$ cat src/hdl/duv_pkg.sv
// Shared types and constants for the direction unit vector pipeline.
package duv_pkg;
  localparam int CoordW = 32;
  localparam int DeltaW = 33;
  localparam int MagW   = 32;
  localparam int SqW    = 64;
  localparam int SumW   = 66;
  localparam int RootW  = 34;
  localparam int DistW  = 33;

  typedef struct packed {
    logic signed [CoordW-1:0] from_x;
    logic signed [CoordW-1:0] from_y;
    logic signed [CoordW-1:0] from_z;
    logic signed [CoordW-1:0] to_x;
    logic signed [CoordW-1:0] to_y;
    logic signed [CoordW-1:0] to_z;
  } duv_in_t;

  typedef struct packed {
    logic signed [CoordW-1:0] unit_x;
    logic signed [CoordW-1:0] unit_y;
    logic signed [CoordW-1:0] unit_z;
    logic [DistW-1:0]         distance;
    logic                     zero_length;
  } duv_out_t;
endpackage

$ cat src/hdl/duv_div.sv
// Pipelined restoring divider, one quotient bit per stage, for one component.
module duv_div #(
  parameter int FRAC = 30
) (
  input  logic                      clk,
  input  logic                      rst,
  input  logic                      en,
  input  logic                      in_valid,
  input  logic [duv_pkg::MagW-1:0]  in_mag,
  input  logic [duv_pkg::RootW-1:0] in_den,
  output logic                      out_valid,
  output logic [duv_pkg::MagW-1:0]  out_quo
);
  import duv_pkg::*;
  // quotient <= 2^FRAC, so FRAC+1 bits suffice
  localparam int QW = FRAC + 1;
  localparam int NW = MagW + FRAC;

  logic [QW:0]        v;
  logic [RootW:0]     rem [QW+1];
  logic [NW-1:0]      num [QW+1];
  logic [RootW-1:0]   den [QW+1];
  logic [QW-1:0]      quo [QW+1];

  assign v[0]   = in_valid;
  // top NW-QW bits preload the remainder; they are below den
  assign rem[0] = (RootW+1)'(in_mag >> (MagW - (NW - QW)));
  assign num[0] = {in_mag, {FRAC{1'b0}}} << (NW - QW);
  assign den[0] = in_den;
  assign quo[0] = '0;

  for (genvar s = 0; s < QW; s++) begin : g_st
    logic [RootW+1:0] cur;
    assign cur = {rem[s], num[s][NW-1]};
    always_ff @(posedge clk) begin
      if (rst) v[s+1] <= 1'b0;
      else if (en) v[s+1] <= v[s];
      if (en) begin
        if (cur >= {1'b0, den[s]} && den[s] != '0) begin
          rem[s+1] <= (RootW+1)'(cur - {1'b0, den[s]});
          quo[s+1] <= {quo[s][QW-2:0], 1'b1};
        end else begin
          rem[s+1] <= cur[RootW:0];
          quo[s+1] <= {quo[s][QW-2:0], 1'b0};
        end
        num[s+1] <= {num[s][NW-2:0], 1'b0};
        den[s+1] <= den[s];
      end
    end
  end

  assign out_valid = v[QW];
  assign out_quo   = MagW'(quo[QW]);
endmodule

$ cat config.mk
export PLATFORM = sky130hd
export DESIGN_NAME = duv_div
export DESIGN_NICKNAME = d
export VERILOG_FILES = /design/src/hdl/duv_pkg.sv /design/src/hdl/duv_div.sv
export SDC_FILE = /design/constraint.sdc
export NUM_CORES = 2
export LEC_CHECK = 0
export BUFFER_PORTS_ARGS = -buffer_cell sky130_fd_sc_hd__buf_2
export CORE_MARGIN = 10
export CORE_UTILIZATION = 45
export DETAILED_ROUTE_END_ITERATION = 8
export PLACE_DENSITY_LB_ADDON = 0.3
export SETUP_SLACK_MARGIN = 0.02
export SLEW_MARGIN = 20
export SYNTH_ARGS = -nofsm -noshare
export SYNTH_HDL_FRONTEND = slang
export SYNTH_SLANG_ARGS = --single-unit
export TNS_END_PERCENT = 10
$ cat constraint.sdc
create_clock -name clk -period 6 [get_ports clk]
set_input_delay 1.2 -clock clk [delete_from_list [all_inputs] [get_ports clk]]
set_output_delay 1.2 -clock clk [all_outputs]
set_load 0.02 [all_outputs]
==> impl_summary.md <==
Pwr
The net switching component of the power is approximately 33 mW. The clock share of power is 0.203. The leakage power total is 66.1 nW. The worst-case IR drop observed on VDD is 0.238 mV.

The power share of the combinational group is 0.452. The internal power contribution is between 50 and 60 mW. Of the total power, the share spent switching nets is 0.374. The post-layout total power is 89.5 mW. The share of power burned in registers is 0.346. In this run the power density over the cells is roughly 550 mW/mm^2.

Yosys
Averaged over all synthesized cells, the footprint is 11.3 sq um. The proportion of synthesized area in mux cells is 0.0426. The post-synth design cell area is 0.148 sq mm. The fraction of the mapped netlist area in compound gates came to 0.143.

The proportion of netlist area held by the largest area contributor is 0.520. The number of different library cells in the post-synthesis netlist is 103. The largest area contributor in the netlist is sky130_fd_sc_hd__edfxtp_1.

By area the synthesized netlist is led by sky130_fd_sc_hd__edfxtp_1, sky130_fd_sc_hd__ha_1, sky130_fd_sc_hd__mux2_2. The synthesized design contains 2,597 register bits. The net count of the mapped netlist is 14,280. The proportion of synthesized flip-flops having asynchronous set or reset is 0.

The sequential fraction of the synthesis area is 0.524. By area, the combinational part of the netlist is dominated by compound AO/OA/AOI/OAI gates. The post-synthesis share of cell area spent on full adders, half adders and majority gates is 0.0928. Of the total synthesized cell area, the portion taken by AND, OR, NAND and NOR gates is 0.0997. The flip-flop cell with the highest count after synthesis is sky130_fd_sc_hd__edfxtp_1.

Of the total synthesized cell area, the portion taken by XOR and XNOR cells is 0.0539. The number of instances in the synthesized netlist is about 13,000. Yosys mapped a number of flops with a built-in enable equal to 2,566. The number of warnings reported in the yosys synthesis log is 0.

Drt
The routed design has 363,000 um of wire. In this run, the number of DRC markers left after iteration 0 of detailed routing was 7,479. After detailed routing, the number of remaining DRC violations is 0. The first TritonRoute pass finished after 5 iterations. The total vias in the final route is 100,037. The post-detailed-route via-to-cell ratio is approximately 5.6. The number of routed nets with antenna violations is 0. After detailed routing, the average wire length per cell comes to 20.3 um.

Place
During placement, the flow inserted port buffers numbering 101. At the end of routability-driven placement, the weighted congestion stood at 0.916. The placed wire-length estimate is 274,000 um.

Clocking
The total CTS buffers is 297. The post-CTS clock slew at the launch and capture registers of the worst setup and hold paths is around 60 ps. The clock tree root driver cell is sky130_fd_sc_hd__clkbuf_16. Buffers added to address setup during post-CTS repair amount to 0. After clock tree synthesis, the repair step resized 0 gates. The clock insertion delay at the later pin of the skew report is 920 ps. The clock tree from TritonCTS is done. The CTS H-tree depth is 5. The clock passes through at most 4 buffers.

The number of buffers inserted by hold repair at cts is 0. The clock drives about 2,600 sinks.

Global routing
The sum of overflow across all layers after global routing is 0. The number of global-route vias before repair is 96,780. For this run, the total global-route usage over all layers was measured as 0.197.

The global-route wire length before repair is 559,000 um. The maximum number of pins on one net before global-route repair is 160. The initial antenna violation count was 2.

Timing
The maximum frequency from static timing analysis is 218 MHz. The worst relative slew slack is 0.277. The post-route minimum period is 4580 ps. The total of endpoints with negative setup slack in the final report is 0. In the final timing run, aggregate negative setup slack is 0 ps. At the pin with the least slew margin, the transition time is 1070 ps. The total count of max-transition violations in the final report was 0. The worst clock skew is approximately 47 ps. The final number of hold-violating endpoints is 0.

The post-route clock period utilization is 0.764. Setup repair after global routing left no endpoint under its margin.

Setup path
The buffers plus inverters on the worst setup path is 1. Traced cell by cell, the critical path runs through fa_1 > nor2b_1 > o21ai_0 > a21oi_1 > o21ai_0 > o31ai_1 > o211ai_1 > o311a_1 > nor3_1 > o22a_1 > buf_12 > mux2_2. The most numerous cell type found on the critical path is sky130_fd_sc_hd__o21ai_0. The critical path start-end classification is reg -> reg. The critical path's slowest cell is sky130_fd_sc_hd__o22a_1. In this run the critical register-to-register path is launched from den[850]. The startpoint class of the critical path is a flop. Across all register-to-register paths, the minimum setup slack is approximately 1400 ps. The data arrival time of the worst path is 5240 ps.

In this run the critical register-to-register path is captured at g_st[7].cur[5]. The worst setup path is captured at a flop. The critical path's top delay family is compound AO/OA/AOI/OAI gates. Of all nets on the critical path, the largest fanout is 25. The required time at the endpoint of the critical path is about 6700 ps. The number of cells on the worst reg-to-reg path is 12.

The delay of the slowest cell on the worst path is 700 ps.

Min path
The min-delay analysis places its worst path in the category reg -> reg. The beginning of the worst hold path is quo[747]. The worst hold path terminates at quo[717].

The worst hold path stage count is 0.

Final layout
Compared with the post-synthesis result, the final layout area differs by 10.3%. The most common cell after layout, fill and taps aside is sky130_fd_sc_hd__edfxtp_1. In the final layout, the share of cells above drive strength 1 is 0.0916. The top cell types in the final layout, fill and taps aside, are sky130_fd_sc_hd__edfxtp_1, sky130_fd_sc_hd__inv_1, sky130_fd_sc_hd__ha_1.

The final layout net count is 14,439.

Floorplan
The floorplan step set the die height to 594 um. The I/O pin count is 103. The core region is 0.328 sq mm.

The die is 594 um wide. For this configuration, the core starts out at a cell density of 0.452. After floorplanning, the core was divided into 210 placement rows. The area enclosed by the die boundary is roughly 0.35 sq mm.

Outcome
The run finished with clean final reports.

Flow run
The max-capacitance violation count is 0.
-- final cells by class --
cell class / instances / area [sq um]
multi-input combinational: 8876 / 64200
fill: 28977 / 164000
clock inverter: 188 / 1860
antenna: 3 / 7.51
timing repair buffer: 187 / 1440
clock buffer: 348 / 7830
sequential: 2597 / 77700
tap: 4346 / 5440
inverter: 1329 / 4990
-- sequential cells by signal, summed over array words and instances, names as in the netlist --
register	flops
g_st.cur	1050
den	1020
quo	465
out_quo	31
v	30
out_valid	1
-- cells in the mapped netlist (40+ instances only) --
cell type / n
sky130_fd_sc_hd__a211oi_1: 70
sky130_fd_sc_hd__a21o_1: 610
sky130_fd_sc_hd__a21oi_1: 968
sky130_fd_sc_hd__a31oi_1: 112
sky130_fd_sc_hd__and2_1: 47
sky130_fd_sc_hd__and3_1: 97
sky130_fd_sc_hd__buf_2: 64
sky130_fd_sc_hd__buf_4: 40
sky130_fd_sc_hd__clkbuf_1: 200
sky130_fd_sc_hd__edfxtp_1: 2566
sky130_fd_sc_hd__ha_1: 1051
sky130_fd_sc_hd__inv_1: 1329
sky130_fd_sc_hd__mux2_2: 448
sky130_fd_sc_hd__mux2_4: 45
sky130_fd_sc_hd__mux2i_1: 56
sky130_fd_sc_hd__nand2_1: 858
sky130_fd_sc_hd__nand2b_1: 159
sky130_fd_sc_hd__nand3_1: 202
sky130_fd_sc_hd__nand4_1: 223
sky130_fd_sc_hd__nor2_1: 591
sky130_fd_sc_hd__nor2b_1: 194
sky130_fd_sc_hd__nor3_1: 156
sky130_fd_sc_hd__nor4_1: 274
sky130_fd_sc_hd__o21a_1: 114
sky130_fd_sc_hd__o21ai_0: 830
sky130_fd_sc_hd__o21bai_1: 137
sky130_fd_sc_hd__o31ai_1: 64
sky130_fd_sc_hd__xnor2_1: 552
sky130_fd_sc_hd__xor2_1: 359
-- power by group through the flow --
| stage | sequential, mW | clock (mW) | combinational [mW] |
|---|---|---|---|
| after floorplan | 28.9 | 0 | 31.7 |
| after global placement | 31.4 | 0 | 39.7 |
| after detailed placement | 31.3 | 0 | 40.0 |
| after CTS | 31.0 | 18.6 | 40.3 |
| after global routing | 31.3 | 19.3 | 45.0 |
| final | 30.9 | 18.1 | 40.4 |
-- layer usage --
layer,GRT usage,up-vias,wire (um)
li1,-,48934,-
met2,0.351,2453,180000
met3,0.0200,802,14800
met1,0.246,47848,152000
met4,0.0786,0,15900
met5,0,-,0
-- stage by stage --
stage               cells  setup slack [ps]   util  hold slack [ps]  cell area [sq um]
floorplan           13129              1650      -              400             148000
detailed placement  17335               980  0.469              405             154000
global placement    17335               964  0.469              400             154000
CTS                 17871              1400  0.499              391             163000
global route        17873              1040  0.499              398             163000
finish              17874              1420  0.499              388             163000
-- logic make-up (layout without fill, tap and decap cells) --
group	Yosys count	after routing
buffers and inverters	1656	2052
other	1	4
adders and majority gates	1081	1081
AOI/OAI and AO/OA	3356	3356
DFF	2597	2597
and+or+nand+nor	2975	2975
xor gates and xnor gates	911	911
muxes	552	552
-- worst max path at each step --
stage	start	endpoint	slack, ps	cells past startpoint
finish	den[850]	g_st[7].cur[5]	1420	12
global route	den[782]	g_st[9].cur[14]	1040	13
CTS	den[850]	g_st[7].cur[5]	1400	12
detailed placement	in_den[0]	g_st[1].cur[31]	980	15
global placement	in_den[0]	g_st[1].cur[31]	960	15
floorplan	in_den[5]	g_st[1].cur[31]	1650	14
(Power assumes the default switching activity.)
